## config.mk

```make
export PLATFORM = sky130hd
export DESIGN_NAME = led_blink_code_octet_signaler_core
export DESIGN_NICKNAME = d
export VERILOG_FILES = /design/src/sv/lbcos_pkg.sv /design/src/sv/led_blink_code_octet_signaler_core.sv /design/src/sv/lbcos_fifo.sv /design/src/sv/lbcos_front.sv /design/src/sv/lbcos_back.sv
export SDC_FILE = /design/constraint.sdc
export NUM_CORES = 1
export LEC_CHECK = 0
export ABC_AREA = 1
export BUFFER_PORTS_ARGS = -buffer_cell sky130_fd_sc_hd__buf_2
export CAP_MARGIN = 20
export CORE_MARGIN = 5
export CORE_UTILIZATION = 58
export CTS_BUF_LIST = sky130_fd_sc_hd__clkbuf_4 sky130_fd_sc_hd__clkbuf_8
export CTS_CLUSTER_DIAMETER = 100
export DETAILED_ROUTE_END_ITERATION = 12
export PLACE_DENSITY = 0.79
export SETUP_SLACK_MARGIN = 0.5
export SYNTH_ARGS = -nofsm -noshare
export SYNTH_HDL_FRONTEND = slang
export SYNTH_HIERARCHICAL = 1
export SYNTH_SLANG_ARGS = --single-unit
```

## constraint.sdc

```tcl
create_clock -name clk -period 6.6 [get_ports clk]
set_input_delay 0.99 -clock clk [delete_from_list [all_inputs] [get_ports clk]]
set_output_delay 0.99 -clock clk [all_outputs]
set_load 0.005 [all_outputs]
```

## src/sv/lbcos_pkg.sv

```systemverilog
// shared types and timing constants of the led blink code octet signaler
// no dependencies; imported by the front, back and top level modules
package lbcos_pkg;

    // timing of the blink code: unit length in ticks, phase lengths in units, flash counts
    localparam logic [15:0] UNIT_TICKS_RESET = 16'd100;
    localparam logic [3:0]  DIG_UNITS        = 4'd5;
    localparam logic [3:0]  FLASH_UNITS      = 4'd1;
    localparam logic [3:0]  SEP_GAP_UNITS    = 4'd7;
    localparam logic [3:0]  SEP_TAIL_UNITS   = 4'd9;
    localparam logic [3:0]  DONE_GAP_UNITS   = 4'd10;
    localparam logic [4:0]  SEP_FLASHES      = 5'd3;
    localparam logic [4:0]  DONE_FLASHES     = 5'd20;

    // item kinds
    localparam logic FUNC_TICK  = 1'b0;
    localparam logic FUNC_START = 1'b1;

    // classified command between front and back
    typedef struct packed {
        logic            is_start;
        logic            quick;
        logic [7:0]      first_octet;
        logic [3:0][7:0] octets;
    } cmd_t;

    // one result transaction
    typedef struct packed {
        logic led_on;
        logic busy_res;
        logic finished;
    } res_t;

endpackage

```

## src/sv/led_blink_code_octet_signaler_core.sv

```systemverilog
// top level of the led blink code octet signaler
// depends on lbcos_pkg, lbcos_fifo, lbcos_front and lbcos_back
//
// channel   | handshake           | payload
// ----------+---------------------+--------------------------------------------
// input     | push / full         | func, octet_a..octet_d, quick_only
// result    | pop / empty         | led_on, busy_res, finished
// config    | cfg_we              | cfg_wdata (unit_ticks)
//
// one transaction per clock in steady state while the result queue has room: the
// sequencer handles one command per cycle, limited by its single next-state path
// through the digit search. an item's result becomes poppable once it has passed the
// command queue and then the sequencer into the result queue.
// reset clears all queues and returns the sequencer to idle with the led off.
// a full result queue stalls the sequencer; the command queue then fills and raises full.
module led_blink_code_octet_signaler_core
    import lbcos_pkg::*;
#(
    parameter int QUEUE_DEPTH = 2
) (
    input  logic        clk,
    input  logic        rst_n,
    input  logic        push,
    output logic        full,
    input  logic        func,
    input  logic [7:0]  octet_a,
    input  logic [7:0]  octet_b,
    input  logic [7:0]  octet_c,
    input  logic [7:0]  octet_d,
    input  logic        quick_only,
    output logic        empty,
    input  logic        pop,
    output logic        led_on,
    output logic        busy_res,
    output logic        finished,
    input  logic        cfg_we,
    input  logic [15:0] cfg_wdata
);

    logic cmd_valid;
    cmd_t cmd;
    logic cmd_pop;
    logic res_full;
    logic res_push;
    res_t res_in;
    res_t res_out;

    // accept and classify
    lbcos_front #(
        .DEPTH (QUEUE_DEPTH)
    ) u_front (
        .clk        (clk),
        .rst_n      (rst_n),
        .push       (push),
        .full       (full),
        .func       (func),
        .octet_a    (octet_a),
        .octet_b    (octet_b),
        .octet_c    (octet_c),
        .octet_d    (octet_d),
        .quick_only (quick_only),
        .cmd_valid  (cmd_valid),
        .cmd        (cmd),
        .cmd_pop    (cmd_pop)
    );

    // blink sequencer
    lbcos_back u_back (
        .clk       (clk),
        .rst_n     (rst_n),
        .cfg_we    (cfg_we),
        .cfg_wdata (cfg_wdata),
        .cmd_valid (cmd_valid),
        .cmd       (cmd),
        .cmd_pop   (cmd_pop),
        .res_full  (res_full),
        .res_push  (res_push),
        .res       (res_in)
    );

    // result queue
    lbcos_fifo #(
        .WIDTH ($bits(res_t)),
        .DEPTH (QUEUE_DEPTH)
    ) u_res_q (
        .clk   (clk),
        .rst_n (rst_n),
        .push  (res_push),
        .wdata (res_in),
        .full  (res_full),
        .pop   (pop),
        .rdata (res_out),
        .empty (empty)
    );

    assign led_on   = res_out.led_on;
    assign busy_res = res_out.busy_res;
    assign finished = res_out.finished;

endmodule

```

## src/sv/lbcos_fifo.sv

```systemverilog
// small generic queue with registered entries, used for commands and results
// no dependencies
module lbcos_fifo #(
    parameter int WIDTH = 8,
    parameter int DEPTH = 2
) (
    input  logic             clk,
    input  logic             rst_n,
    input  logic             push,
    input  logic [WIDTH-1:0] wdata,
    output logic             full,
    input  logic             pop,
    output logic [WIDTH-1:0] rdata,
    output logic             empty
);

    localparam int PTR_W = $clog2(DEPTH);
    localparam int CNT_W = $clog2(DEPTH + 1);
    localparam logic [PTR_W-1:0] PTR_LAST = PTR_W'(DEPTH - 1);
    localparam logic [CNT_W-1:0] CNT_FULL = CNT_W'(DEPTH);

    logic [WIDTH-1:0] mem_reg [DEPTH];
    logic [PTR_W-1:0] wr_ptr_reg, wr_ptr_next;
    logic [PTR_W-1:0] rd_ptr_reg, rd_ptr_next;
    logic [CNT_W-1:0] count_reg, count_next;
    logic             do_push, do_pop;

    assign full    = (count_reg == CNT_FULL);
    assign empty   = (count_reg == '0);
    assign do_push = push && !full;
    assign do_pop  = pop && !empty;
    assign rdata   = mem_reg[rd_ptr_reg];

    // pointer and count updates
    always_comb
    begin
        wr_ptr_next = wr_ptr_reg;
        rd_ptr_next = rd_ptr_reg;
        count_next  = count_reg;
        if (do_push)
        begin
            wr_ptr_next = (wr_ptr_reg == PTR_LAST) ? '0 : wr_ptr_reg + 1'b1;
        end
        if (do_pop)
        begin
            rd_ptr_next = (rd_ptr_reg == PTR_LAST) ? '0 : rd_ptr_reg + 1'b1;
        end
        if (do_push && !do_pop)
        begin
            count_next = count_reg + 1'b1;
        end
        else if (do_pop && !do_push)
        begin
            count_next = count_reg - 1'b1;
        end
    end

    always_ff @(posedge clk or negedge rst_n)
    begin
        if (!rst_n)
        begin
            wr_ptr_reg <= '0;
            rd_ptr_reg <= '0;
            count_reg  <= '0;
        end
        else
        begin
            wr_ptr_reg <= wr_ptr_next;
            rd_ptr_reg <= rd_ptr_next;
            count_reg  <= count_next;
        end
    end

    // entry storage
    always_ff @(posedge clk)
    begin
        if (do_push)
        begin
            mem_reg[wr_ptr_reg] <= wdata;
        end
    end

endmodule

```

## src/sv/lbcos_front.sv

```systemverilog
// front part: accepts input items, classifies them and queues commands
// depends on lbcos_pkg and lbcos_fifo
module lbcos_front
    import lbcos_pkg::*;
#(
    parameter int DEPTH = 2
) (
    input  logic       clk,
    input  logic       rst_n,
    input  logic       push,
    output logic       full,
    input  logic       func,
    input  logic [7:0] octet_a,
    input  logic [7:0] octet_b,
    input  logic [7:0] octet_c,
    input  logic [7:0] octet_d,
    input  logic       quick_only,
    output logic       cmd_valid,
    output cmd_t       cmd,
    input  logic       cmd_pop
);

    cmd_t cmd_in;
    logic cmd_empty;

    // classify the item and pick the first octet to be shown
    always_comb
    begin
        cmd_in.is_start    = (func == FUNC_START);
        cmd_in.quick       = quick_only;
        cmd_in.first_octet = quick_only ? octet_d : octet_a;
        cmd_in.octets      = {octet_d, octet_c, octet_b, octet_a};
    end

    lbcos_fifo #(
        .WIDTH ($bits(cmd_t)),
        .DEPTH (DEPTH)
    ) u_cmd_q (
        .clk   (clk),
        .rst_n (rst_n),
        .push  (push),
        .wdata (cmd_in),
        .full  (full),
        .pop   (cmd_pop),
        .rdata (cmd),
        .empty (cmd_empty)
    );

    assign cmd_valid = !cmd_empty;

endmodule

```

## src/sv/lbcos_back.sv

```systemverilog
// back part: blink sequencer with unit prescaler, one command per cycle while
// the result queue has room; depends on lbcos_pkg
module lbcos_back
    import lbcos_pkg::*;
(
    input  logic        clk,
    input  logic        rst_n,
    input  logic        cfg_we,
    input  logic [15:0] cfg_wdata,
    input  logic        cmd_valid,
    input  cmd_t        cmd,
    output logic        cmd_pop,
    input  logic        res_full,
    output logic        res_push,
    output res_t        res
);

    localparam logic [3:0] PH_IDLE     = 4'd0;
    localparam logic [3:0] PH_DIG_ON   = 4'd1;
    localparam logic [3:0] PH_DIG_OFF  = 4'd2;
    localparam logic [3:0] PH_SEP_GAP  = 4'd3;
    localparam logic [3:0] PH_SEP_ON   = 4'd4;
    localparam logic [3:0] PH_SEP_OFF  = 4'd5;
    localparam logic [3:0] PH_SEP_TAIL = 4'd6;
    localparam logic [3:0] PH_DONE_GAP = 4'd7;
    localparam logic [3:0] PH_DONE_ON  = 4'd8;
    localparam logic [3:0] PH_DONE_OFF = 4'd9;

    localparam logic [1:0] PLACE_ONES_DONE = 2'd3;
    localparam logic [1:0] LAST_OCTET      = 2'd3;

    // state picked by the next-digit search
    typedef struct packed {
        logic [3:0] phase;
        logic [3:0] units;
        logic       led;
        logic [4:0] flashes;
        logic [1:0] place;
        logic [7:0] rem;
    } adv_t;

    // first non-zero digit from the current place, else separator or final gap
    function automatic adv_t advance_f(input logic [7:0] r, input logic [1:0] p,
                                       input logic last, input logic [4:0] fl);
        adv_t       a;
        logic [1:0] h;
        logic [7:0] r1;
        logic [3:0] t;
        logic [7:0] o;
        h  = (r >= 8'd200) ? 2'd2 : ((r >= 8'd100) ? 2'd1 : 2'd0);
        r1 = r - ({6'd0, h} * 8'd100);
        t  = 4'd0;
        for (int k = 1; k < 10; k++)
        begin
            if (r1 >= 8'(k * 10))
            begin
                t = 4'(k);
            end
        end
        o = r1 - ({4'd0, t} * 8'd10);
        a.phase   = last ? PH_DONE_GAP : PH_SEP_GAP;
        a.units   = last ? DONE_GAP_UNITS : SEP_GAP_UNITS;
        a.led     = 1'b0;
        a.flashes = last ? fl : SEP_FLASHES;
        a.place   = PLACE_ONES_DONE;
        a.rem     = last ? 8'd0 : 8'd1;
        if (p != PLACE_ONES_DONE)
        begin
            if (h != 2'd0)
            begin
                a = '{PH_DIG_ON, DIG_UNITS, 1'b1, {3'd0, h}, 2'd1, r1};
            end
            else if (t != 4'd0)
            begin
                a = '{PH_DIG_ON, DIG_UNITS, 1'b1, {1'b0, t}, 2'd2, o};
            end
            else if (o != 8'd0)
            begin
                a = '{PH_DIG_ON, DIG_UNITS, 1'b1, o[4:0], PLACE_ONES_DONE, 8'd0};
            end
        end
        return a;
    endfunction

    logic [3:0]      phase_reg, phase_next;
    logic [3:0][7:0] store_reg, store_next;
    logic [1:0]      idx_reg, idx_next;
    logic [1:0]      place_reg, place_next;
    logic [7:0]      rem_reg, rem_next;
    logic [4:0]      flashes_reg, flashes_next;
    logic [3:0]      units_reg, units_next;
    logic [15:0]     pre_reg, pre_next;
    logic            led_reg, led_next;
    logic [15:0]     unit_ticks_reg;

    logic            take;
    logic            fin;
    logic            do_adv;
    logic [1:0]      idx_inc;
    logic [7:0]      adv_r;
    logic [1:0]      adv_p;
    logic            adv_last;
    adv_t            adv;
    logic [15:0]     limit;
    logic            unit_done;
    logic [3:0]      units_dec;
    logic [4:0]      flashes_dec;

    assign take     = cmd_valid && !res_full;
    assign cmd_pop  = take;
    assign res_push = take;

    // prescaler compare and counter decrements
    assign limit       = (unit_ticks_reg == 16'd0) ? 16'd1 : unit_ticks_reg;
    assign unit_done   = (({1'b0, pre_reg} + 17'd1) >= {1'b0, limit});
    assign units_dec   = units_reg - 4'd1;
    assign flashes_dec = flashes_reg - 5'd1;
    assign idx_inc     = idx_reg + 2'd1;

    // source of the digit search: new start, next octet, or current remainder
    always_comb
    begin
        if (cmd.is_start)
        begin
            adv_r    = cmd.first_octet;
            adv_p    = 2'd0;
            adv_last = cmd.quick;
        end
        else if (phase_reg == PH_SEP_TAIL && place_reg == PLACE_ONES_DONE)
        begin
            adv_r    = store_reg[idx_inc];
            adv_p    = 2'd0;
            adv_last = (idx_inc == LAST_OCTET);
        end
        else
        begin
            adv_r    = rem_reg;
            adv_p    = place_reg;
            adv_last = (idx_reg == LAST_OCTET);
        end
        adv = advance_f(adv_r, adv_p, adv_last, flashes_reg);
    end

    // sequencer next state
    always_comb
    begin
        phase_next   = phase_reg;
        store_next   = store_reg;
        idx_next     = idx_reg;
        place_next   = place_reg;
        rem_next     = rem_reg;
        flashes_next = flashes_reg;
        units_next   = units_reg;
        pre_next     = pre_reg;
        led_next     = led_reg;
        fin          = 1'b0;
        do_adv       = 1'b0;
        if (take)
        begin
            if (cmd.is_start)
            begin
                // start is ignored while a sequence runs
                if (phase_reg == PH_IDLE)
                begin
                    store_next = cmd.octets;
                    idx_next   = cmd.quick ? LAST_OCTET : 2'd0;
                    pre_next   = 16'd0;
                    do_adv     = 1'b1;
                end
            end
            else if (phase_reg != PH_IDLE)
            begin
                pre_next = pre_reg + 16'd1;
                if (unit_done)
                begin
                    pre_next   = 16'd0;
                    units_next = units_dec;
                    if (units_dec == 4'd0)
                    begin
                        unique case (phase_reg)
                            PH_DIG_ON:
                            begin
                                phase_next = PH_DIG_OFF;
                                units_next = DIG_UNITS;
                                led_next   = 1'b0;
                            end
                            PH_DIG_OFF:
                            begin
                                flashes_next = flashes_dec;
                                if (flashes_dec != 5'd0)
                                begin
                                    phase_next = PH_DIG_ON;
                                    units_next = DIG_UNITS;
                                    led_next   = 1'b1;
                                end
                                else if (place_reg == 2'd1 || place_reg == 2'd2)
                                begin
                                    flashes_next = SEP_FLASHES;
                                    phase_next   = PH_SEP_GAP;
                                    units_next   = SEP_GAP_UNITS;
                                    led_next     = 1'b0;
                                end
                                else
                                begin
                                    do_adv = 1'b1;
                                end
                            end
                            PH_SEP_GAP:
                            begin
                                phase_next = PH_SEP_ON;
                                units_next = FLASH_UNITS;
                                led_next   = 1'b1;
                            end
                            PH_SEP_ON:
                            begin
                                phase_next = PH_SEP_OFF;
                                units_next = FLASH_UNITS;
                                led_next   = 1'b0;
                            end
                            PH_SEP_OFF:
                            begin
                                flashes_next = flashes_dec;
                                if (flashes_dec != 5'd0)
                                begin
                                    phase_next = PH_SEP_ON;
                                    units_next = FLASH_UNITS;
                                    led_next   = 1'b1;
                                end
                                else
                                begin
                                    phase_next = PH_SEP_TAIL;
                                    units_next = SEP_TAIL_UNITS;
                                    led_next   = 1'b0;
                                end
                            end
                            PH_SEP_TAIL:
                            begin
                                if (place_reg != PLACE_ONES_DONE)
                                begin
                                    do_adv = 1'b1;
                                end
                                else if (rem_reg != 8'd0)
                                begin
                                    // second separator between octets
                                    rem_next     = 8'd0;
                                    flashes_next = SEP_FLASHES;
                                    phase_next   = PH_SEP_GAP;
                                    units_next   = SEP_GAP_UNITS;
                                    led_next     = 1'b0;
                                end
                                else
                                begin
                                    idx_next = idx_inc;
                                    do_adv   = 1'b1;
                                end
                            end
                            PH_DONE_GAP:
                            begin
                                flashes_next = DONE_FLASHES;
                                phase_next   = PH_DONE_ON;
                                units_next   = FLASH_UNITS;
                                led_next     = 1'b1;
                            end
                            PH_DONE_ON:
                            begin
                                phase_next = PH_DONE_OFF;
                                units_next = FLASH_UNITS;
                                led_next   = 1'b0;
                            end
                            PH_DONE_OFF:
                            begin
                                flashes_next = flashes_dec;
                                if (flashes_dec != 5'd0)
                                begin
                                    phase_next = PH_DONE_ON;
                                    units_next = FLASH_UNITS;
                                    led_next   = 1'b1;
                                end
                                else
                                begin
                                    phase_next = PH_IDLE;
                                    units_next = 4'd0;
                                    led_next   = 1'b0;
                                    fin        = 1'b1;
                                end
                            end
                            default:
                            begin
                                phase_next = PH_IDLE;
                                units_next = 4'd0;
                                led_next   = 1'b0;
                            end
                        endcase
                    end
                end
            end
            // apply the digit search result
            if (do_adv)
            begin
                phase_next   = adv.phase;
                units_next   = adv.units;
                led_next     = adv.led;
                flashes_next = adv.flashes;
                place_next   = adv.place;
                rem_next     = adv.rem;
            end
        end
    end

    // result of this transaction
    always_comb
    begin
        res.led_on   = led_next;
        res.busy_res = (phase_next != PH_IDLE);
        res.finished = fin;
    end

    always_ff @(posedge clk or negedge rst_n)
    begin
        if (!rst_n)
        begin
            phase_reg      <= PH_IDLE;
            store_reg      <= '0;
            idx_reg        <= '0;
            place_reg      <= '0;
            rem_reg        <= '0;
            flashes_reg    <= '0;
            units_reg      <= '0;
            pre_reg        <= '0;
            led_reg        <= 1'b0;
            unit_ticks_reg <= UNIT_TICKS_RESET;
        end
        else
        begin
            phase_reg   <= phase_next;
            store_reg   <= store_next;
            idx_reg     <= idx_next;
            place_reg   <= place_next;
            rem_reg     <= rem_next;
            flashes_reg <= flashes_next;
            units_reg   <= units_next;
            pre_reg     <= pre_next;
            led_reg     <= led_next;
            if (cfg_we)
            begin
                unit_ticks_reg <= cfg_wdata;
            end
        end
    end

endmodule

```

==> results.tsv, run 1 <==
stage	metric	value	unit
setup_path	crit_type	register to register	
logic_synthesis	ys_top_cells_by_count	nand2_1, inv_1, dfrtp_1	
setup_path	setup.worst_path.end_class	register	
setup_path	cp_slowest_stage_delay	0.47	ns
logic_synthesis	synth_most_common_cell	nand2_1	
die	fp.dieArea	21000	sq um
setup_path	crit_buf_inv	9	
layout	n_fill_cell	1375	
global_routing	grt-ovfl-total	0	
routing	vias	8931	
clocking	htree_levels	4	
routing	wl	26.1	mm
sta	clock.fmax	0.160	GHz
sta	hold_viol_final	0	
routing	drt_iter0_drc	897	
setup_path	regToRegSetupSlack	0.33	ns
sta	fin_ws	0.334	ns
layout	seqCellArea	5160	sq um
place	dpl_cell_area	11200	sq um
global_routing	grt_use_met2	38.7	%
sta	whs	0.485	ns
setup_path	critPathMaxFanout	15	
place	place.port_buffers	59	
die	die_width	145	um
sta	finalClockSkew	0.0204	ns
global_routing	grt_pass1_wl	40.4	mm
die	core-area	18000	sq um
layout	area_growth	17.5	%
clocking	cts_tree	built	
logic_synthesis	yosysUniqueCellTypes	66	
clocking	clk_latency	0.47	ns
logic_synthesis	synth_flop_cell	dfrtp_1	
clocking	cts_made_buffers	17	
routing	vias_per_cell	5.63	
die	fp.dieH	145	um
run	maxCapViolCount	0	
setup_path	crit_arrival	6.59	ns
layout	drive_gt1_share	22.6	%
routing	drtAntennaViolNets	0	
setup_path	worst_path_max_delay_cell	dfrtp_2	
logic_synthesis	synth_warnings	6	
layout	multi_input_area	4960	sq um
logic_synthesis	synth_top_area_share	25.6	%
global_routing	grt.busiest_layer	met2	
sta	timing.slew.headroom	49.2	%
global_routing	met1_usage	31.3	%
global_routing	track_usage	23.1	%
global_routing	antenna_found_initial	0	
sta	rsz0062_at_grt	true	
logic_synthesis	synth_edf_count	90	
logic_synthesis	synth_nets	1328	
setup_path	regToRegStartpoint	u_front/u_cmd_q/rd_ptr_reg$_DFFE_PN0P_	
sta	setup_viol	0	
clocking	root_buffer	clkbuf_8	
routing	wl_per_cell	16.5	um
layout	largest_register_ffs	84	
clocking	cts_buffer_depth	2	
setup_path	required	6.93	ns
logic_synthesis	syn_inst	1230	
global_routing	grtUsageMet3	3.37	%
logic_synthesis	synth_area_per_cell	8.60	sq um
setup_path	cpMostUsedCell	nand2_1	
run_status	outcome	completed	
die	io_pins	60	
logic_synthesis	yosys.area.top_type	edfxtp_1	
logic_synthesis	async_flop_share	52.1	%
place	dp_hpwl	16.9	mm
sta	period_minus_slack	6.27	ns
logic_synthesis	ys_top_cells_by_area	edfxtp_1, dfrtp_1, nand2_1	
logic_synthesis	syn_area	10600	sq um
logic_synthesis	synth_seq_cells	188	
setup_path	crit-reg2reg-capture	u_back/units_reg[0]$_DFFE_PN0P_	
die	start_util	58.9	%
setup_path	cp_top_family	simple AND/OR/NAND/NOR gates	
sta	fin_crit_sh	94.9	%
routing	drcViolationCount	0	
place	globalplace.congestion	0.937	
hold_path	hold_class	input pin to asynchronous set/reset pin	
clocking	clk_pin_slew	0.12	ns
clocking	clock_sinks	188	
layout	nets	1443	
die	rows	49	
place	dp_slack	0.0417	ns
sta	drv_slew	0	
setup_path	startpoint_type	register	
global_routing	grt_start_max_net_pins	57	
layout	fin_util	69.1	%
layout	diodes	0	
layout	finalInstanceArea	12400	sq um
global_routing	first_global_vias	8361	
setup_path	r2r_cells	44	
sta	worstMarginPinSlew	0.761	ns
logic_synthesis	synth_seq_area_share	48.8	%
routing	drtPass1Iterations	8	
-- final cells by class --
class                           count  share of cell area [%]
Tap cell                          229                    2.31
Inverter                          169                    5.44
Clock buffer                       18                    1.94
Sequential cell                   188                    41.6
Clock inverter                     14                    1.53
Multi-Input combinational cell    843                    39.9
Timing Repair Buffer              126                    7.30
-- cell families after synthesis --
family	after synthesis	synth area share, %
adders and majority gates	43	5.30
buffers and inverters	199	7.58
and+or+nand+nor	565	23.3
DFF	188	48.8
xor gates and xnor gates	22	2.00
AOI/OAI and AO/OA	195	11.1
muxes	18	1.92
-- worst register-to-register path, delay by kind of cell, from the launching register on --
family	cells	cell delay, ns
flip-flops	1	0.47
XOR/XNOR	1	0.15
buffers and inverters	9	1.04
AO/OA/AOI/OAI	5	0.57
AND/OR/NAND/NOR	24	2.52
adder cells (fa/ha/maj)	5	1.40
-- routing by layer --
| metal | share of wire, % | wire [um] |
|---|---|---|
| met1 | 43 | 11300 |
| met2 | 49 | 12700 |
| met3 | 5.5 | 1450 |
| met4 | 2.8 | 737 |
| met5 | 0 | 0 |
-- cell usage in the layout (no fill, tap or decap), drive strengths merged, types with 2 or more instances in the layout --
cell / instances
a2111oi: 3
a211oi: 3
a21boi: 2
a21oi: 56
a221oi: 4
a22oi: 3
a31oi: 4
a32o: 3
and2: 2
and3: 2
buf: 125
clkbuf: 18
clkinv: 8
clkinvlp: 2
dfrtp: 95
dfstp: 3
edfxtp: 90
fa: 3
ha: 40
inv: 172
mux2: 18
nand2: 381
nand3: 54
nand3b: 5
nand4: 16
nor2: 86
nor3: 13
o211ai: 9
o21ai: 84
o21bai: 4
o22ai: 12
o31ai: 2
or2: 4
xnor2: 4
xor2: 18
-- per-stage QoR --
step	instances	setup TNS [ns]
4_1_cts	1552	0
2_1_floorplan	1230	0
3_5_place_dp	1499	0
5_1_grt	1587	-0.222
3_3_place_gp	1499	0
6_report	1587	0
-- what timing repair did --
action,4_1_cts,5_1_grt
hold buffers,0,0
pin swaps,17,48
gates resized for setup,18,71
setup endpoints to repair,18,19
setup buffers,20,34
gates cloned,1,0
endpoints found under the hold margin,0,0
-- how the worst max path moves through the flow --
| stage | start | end | cells past startpoint |
|---|---|---|---|
| after floorplan | u_front/u_cmd_q/rd_ptr_reg$_DFFE_PN0P_ | u_res_q/mem_reg[0][2]$_DFFE_PP_ | 48 |
| after global placement | u_back/idx_reg[0]$_DFFE_PN0P_ | u_res_q/mem_reg[0][2]$_DFFE_PP_ | 44 |
| after detailed placement | u_back/idx_reg[0]$_DFFE_PN0P_ | u_res_q/mem_reg[0][1]$_DFFE_PP_ | 44 |
| after CTS | u_back/idx_reg[0]$_DFFE_PN0P_ | u_res_q/mem_reg[1][1]$_DFFE_PP_ | 46 |
| after global routing | u_front/u_cmd_q/rd_ptr_reg$_DFFE_PN0P_ | u_res_q/mem_reg[0][1]$_DFFE_PP_ | 42 |
| final | u_front/u_cmd_q/rd_ptr_reg$_DFFE_PN0P_ | u_back/units_reg[0]$_DFFE_PN0P_ | 44 |
Power of run 1 is not shown: default switching activity piles up to over one toggle a cycle in this logic, so the estimate is an artifact.
==> run 2, diff against run 1 <==
--- a/config.mk
+++ b/config.mk
@@ -8,12 +8,14 @@
 export ABC_AREA = 1
 export BUFFER_PORTS_ARGS = -buffer_cell sky130_fd_sc_hd__buf_2
 export CAP_MARGIN = 20
+export CELL_PAD_IN_SITES_DETAIL_PLACEMENT = 1
+export CELL_PAD_IN_SITES_GLOBAL_PLACEMENT = 2
 export CORE_MARGIN = 5
-export CORE_UTILIZATION = 58
+export CORE_UTILIZATION = 36
 export CTS_BUF_LIST = sky130_fd_sc_hd__clkbuf_4 sky130_fd_sc_hd__clkbuf_8
 export CTS_CLUSTER_DIAMETER = 100
 export DETAILED_ROUTE_END_ITERATION = 12
-export PLACE_DENSITY = 0.79
+export PLACE_DENSITY_LB_ADDON = 0.1
 export SETUP_SLACK_MARGIN = 0.5
 export SYNTH_ARGS = -nofsm -noshare
 export SYNTH_HDL_FRONTEND = slang
==> run 2 against run 1 <==
  * Sequential share of layout area shrank 0.46 points
  * Cell count up 10%
  * Critical path depth is 3 lower
  * Largest cell class unchanged
==> results.tsv, run 2 (synthesis gave the netlist of run 1 again) <==
stage	metric	value	unit
sta	worstMarginPinSlew	0.898	ns
setup_path	setup.worst_path.end_class	register	
die	fp.dieArea	32900	sq um
clocking	cts_made_buffers	17	
sta	clock.fmax	0.165	GHz
layout	diodes	0	
setup_path	critPathMaxFanout	6	
layout	final_common_cell	nand2_1	
sta	drv_slew	0	
clocking	clock_sinks	188	
setup_path	cp_slowest_stage_delay	0.45	ns
sta	fin_setup_tns	0	ns
routing	vias	8589	
run	maxCapViolCount	0	
clocking	cts_tree	built	
global_routing	antenna_found_initial	0	
layout	largest_register_ffs	84	
setup_path	cpMostUsedCell	nand2_1	
sta	timing.slew.headroom	40.1	%
layout	nets	1452	
place	globalplace.congestion	0.858	
clocking	cts_hold_buf	0	
die	io_pins	60	
setup_path	startpoint_type	register	
layout	finalInstanceArea	12600	sq um
sta	hold_viol_final	0	
die	fp.dieH	181	um
die	rows	62	
sta	period_minus_slack	6.07	ns
layout	drive_gt1_share	23.1	%
hold_path	hold_class	input pin to asynchronous set/reset pin	
routing	drtPass1Iterations	4	
routing	drcViolationCount	0	
global_routing	grt_start_max_net_pins	68	
global_routing	track_usage	17.9	%
setup_path	crit_arrival	6.29	ns
clocking	clk_pin_slew	0.12	ns
layout	layout.cells.non_filler	1751	
setup_path	r2r_cells	41	
clocking	htree_levels	4	
routing	vias_per_cell	4.91	
routing	drtAntennaViolNets	0	
die	core-area	28900	sq um
sta	fin_crit_sh	92.0	%
place	dpl_cell_area	11500	sq um
setup_path	required	6.82	ns
global_routing	grt_pass1_wl	47.6	mm
routing	drt_iter0_drc	329	
routing	wl_per_cell	17.0	um
setup_path	crit_type	register to register	
clocking	root_buffer	clkbuf_8	
die	start_util	36.6	%
die	die_width	181	um
place	dp_hpwl	21.3	mm
sta	setup_viol	0	
sta	finalClockSkew	0.0228	ns
sta	rsz0062_at_grt	true	
run_status	outcome	completed	
place	dp_cells	1666	
setup_path	worst_path_max_delay_cell	fa_2	
layout	area_growth	18.8	%
routing	wl	29.7	mm
global_routing	first_global_vias	8860	
clocking	cts_buffer_depth	2	
clocking	clk_latency	0.49	ns
place	place.port_buffers	59	
layout	most-common-layout-cells	nand2_1, inv_1, dfrtp_1, edfxtp_1, buf_4	
global_routing	grt-ovfl-total	0	
[run 2: cell count changes in the layout (fill, tap and decap cells not counted), moves of 2 or more]
cell,previous run,this run
nand2_1,349,352
buf_4,58,72
buf_12,5,1
inv_1,143,141
inv_2,15,19
nor2_1,66,68
nand2_2,22,19
[run 2: area by class of cell]
type / count / area (sq um)
Clock buffer: 18 / 248
Sequential cell: 188 / 5160
Timing Repair Buffer: 135 / 900
Fill cell: 3457 / 16300
Multi-Input combinational cell: 843 / 4940
Tap cell: 384 / 480
Inverter: 169 / 662
Clock inverter: 14 / 170
[run 2: per-layer routing]
layer,vias up,global-route usage (%),part of all wire (%)
met2,83,29.4,47
met3,25,2.58,1.7
met4,0,3.93,1.4
met1,4189,25.3,49
met5,-,0,0
li1,4292,-,-
[run 2: final timing paths]
path	start	end	slack [ns]
max	u_back/place_reg[1]$_DFFE_PN0P_	u_res_q/mem_reg[0][2]$_DFFE_PP_	0.53
min	rst_n	u_back/store_reg[10]$_DFFE_PN0P_	0.45
max reg2reg	u_back/place_reg[1]$_DFFE_PN0P_	u_res_q/mem_reg[0][2]$_DFFE_PP_	0.53
min reg2reg	u_res_q/wr_ptr_reg$_DFFE_PN0N_	u_res_q/wr_ptr_reg$_DFFE_PN0N_	0.49
max in group asynchronous	rst_n	u_back/phase_reg[3]$_DFF_PN0_	4.80
min in group clk	u_res_q/wr_ptr_reg$_DFFE_PN0N_	u_res_q/wr_ptr_reg$_DFFE_PN0N_	0.49
[run 2: through the flow]
stage	utilization, %	setup slack, ns	hold WS, ns
6_report	43.5	0.530	0.450
5_1_grt	43.5	0.221	0.444
4_1_cts	42.1	0.500	0.436
3_5_place_dp	39.7	0.0640	0.478
3_3_place_gp	39.7	0.223	0.461
2_1_floorplan	-	0.509	0.449
[run 2: what timing repair did]
action,CTS,global route
endpoints found under the setup margin,18,19
buffers inserted,22,31
endpoints found under the hold margin,0,0
gates resized for setup,30,50
pin swaps,23,52
[run 2: worst max-delay path: cells and delay by family (launching register included)]
| kind | cells | cell delay (ns) |
|---|---|---|
| adders and majority gates | 7 | 1.70 |
| buffers and inverters | 7 | 0.62 |
| xor gates and xnor gates | 1 | 0.13 |
| AOI/OAI and AO/OA | 6 | 0.90 |
| and+or+nand+nor | 20 | 2.02 |
| DFF | 1 | 0.43 |
Power of run 2 is left out for the same reason.
==> run 3, diff against run 2 <==
--- a/config.mk
+++ b/config.mk
@@ -6,7 +6,7 @@
 export NUM_CORES = 1
 export LEC_CHECK = 0
 export ABC_AREA = 1
-export BUFFER_PORTS_ARGS = -buffer_cell sky130_fd_sc_hd__buf_2
+export BUFFER_PORTS_ARGS = -buffer_cell sky130_fd_sc_hd__clkbuf_2
 export CAP_MARGIN = 20
 export CELL_PAD_IN_SITES_DETAIL_PLACEMENT = 1
 export CELL_PAD_IN_SITES_GLOBAL_PLACEMENT = 2
==> run 3 against run 2 <==
  * Sequential share of layout area is 0.082 points lower
  * Hold slack better by 0.026 ns
  * Cell count down 0.80%
  * Core utilization is 0.087 points higher
==> results.tsv, run 3 (synthesis gave the netlist of run 1 again) <==
stage	metric	value	unit
die	fp.dieArea	32900	sq um
clocking	cts_made_buffers	17	
setup_path	crit_type	register to register	
sta	fin_crit_sh	92.6	%
sta	hold_viol_final	0	
global_routing	track_usage	17.8	%
place	dpl_cell_area	11500	sq um
layout	largest_register_ffs	84	
hold_path	hold_class	input pin to asynchronous set/reset pin	
routing	vias_per_cell	4.93	
global_routing	grt_start_max_net_pins	64	
clocking	cts_buffer_depth	2	
place	dp_hpwl	21.1	mm
layout	area_growth	19.0	%
layout	most-common-layout-cells	nand2_1, inv_1, dfrtp_1, edfxtp_1	
setup_path	setup.worst_path.end_class	register	
routing	drtPass1Iterations	5	
clocking	clk_latency	0.47	ns
run_status	outcome	completed	
sta	fin_setup_tns	0	ns
setup_path	required	6.83	ns
place	place.port_buffers	59	
clocking	cts_hold_buf	0	
die	start_util	36.6	%
setup_path	startpoint_type	register	
sta	period_minus_slack	6.11	ns
sta	finalClockSkew	0.0191	ns
routing	wl_per_cell	16.7	um
setup_path	regToRegStartpoint	u_back/idx_reg[0]$_DFFE_PN0P_	
die	fp.dieH	181	um
sta	drv_slew	0	
global_routing	antenna_found_initial	0	
sta	whs	0.477	ns
routing	drcViolationCount	0	
layout	fin_util	43.6	%
global_routing	first_global_vias	9056	
clocking	root_buffer	clkbuf_8	
sta	setup_viol	0	
routing	drt_iter0_drc	335	
die	io_pins	60	
layout	final_common_cell	nand2_1	
setup_path	cp_slowest_stage_delay	0.48	ns
sta	timing.slew.headroom	44.2	%
die	core-area	28900	sq um
layout	finalInstanceArea	12600	sq um
setup_path	worst_path_max_delay_cell	dfrtp_2	
routing	vias	8570	
setup_path	critPathMaxFanout	6	
setup_path	crit_start	u_back/idx_reg[0]$_DFFE_PN0P_	
layout	diodes	0	
die	die_width	181	um
place	globalplace.congestion	0.864	
global_routing	grt_pass1_wl	47.3	mm
routing	wl	29.0	mm
global_routing	grt-ovfl-total	0	
clocking	clock_sinks	188	
clocking	cts_tree	built	
clocking	clk_pin_slew	0.12	ns
run	maxCapViolCount	0	
layout	drive_gt1_share	23.1	%
die	rows	62	
sta	rsz0062_at_grt	true	
sta	worstMarginPinSlew	0.837	ns
sta	clock.fmax	0.164	GHz
layout	nets	1438	
clocking	htree_levels	4	
routing	drtAntennaViolNets	0	
setup_path	cpMostUsedCell	nand2_2	
setup_path	crit_arrival	6.34	ns
-- run 3: final timing paths --
kind / cells after the start / to / slack (ns)
setup / recovery: 43 / u_res_q/mem_reg[1][2]$_DFFE_PP_ / 0.49
hold / removal: 1 / u_back/store_reg[10]$_DFFE_PN0P_ / 0.48
setup reg to reg: 43 / u_res_q/mem_reg[1][2]$_DFFE_PP_ / 0.49
hold reg to reg: 2 / u_res_q/wr_ptr_reg$_DFFE_PN0N_ / 0.50
max in group asynchronous: 2 / u_back/phase_reg[3]$_DFF_PN0_ / 4.83
min in group clk: 2 / u_res_q/wr_ptr_reg$_DFFE_PN0N_ / 0.50
-- run 3: critical path, delay by kind of cell, from the launching register on --
family          cells  cell delay, ns
fa+ha+maj           6            1.43
flops               1            0.48
simple gates       22            2.01
xor+xnor            2            0.45
buf+inv             8            0.61
compound gates      5            0.84
-- run 3: repair_timing --
item,CTS,global route
resized for setup,30,73
setup buffers,19,19
setup endpoints to repair,18,19
pin swaps,20,51
cloned,0,1
-- run 3: area by class of cell --
class / count / area (sq um)
inverter: 169 / 657
fill: 3442 / 16300
sequential: 188 / 5160
multi-input combinational: 843 / 5000
clock inverter: 14 / 223
clock buffer: 18 / 248
tap: 384 / 480
timing repair buffer: 121 / 817
-- run 3: layer usage --
| metal | share of wire, % | GRT usage (%) | up-vias |
|---|---|---|---|
| met3 | 2.6 | 2.18 | 31 |
| met4 | 1.8 | 5.13 | 0 |
| met2 | 47 | 28.9 | 117 |
| li1 | - | - | 4283 |
| met1 | 49 | 25.0 | 4139 |
| met5 | 0 | 0 | - |
-- run 3: stage by stage --
| stage | setup WS (ns) | std cells |
|---|---|---|
| finish | 0.487 | 1737 |
| CTS | 0.511 | 1717 |
| floorplan | 0.509 | 1230 |
| detailed placement | 0.0241 | 1666 |
| global route | 0.106 | 1737 |
| global placement | 0.220 | 1666 |
Power of run 3 is left out for the same reason.
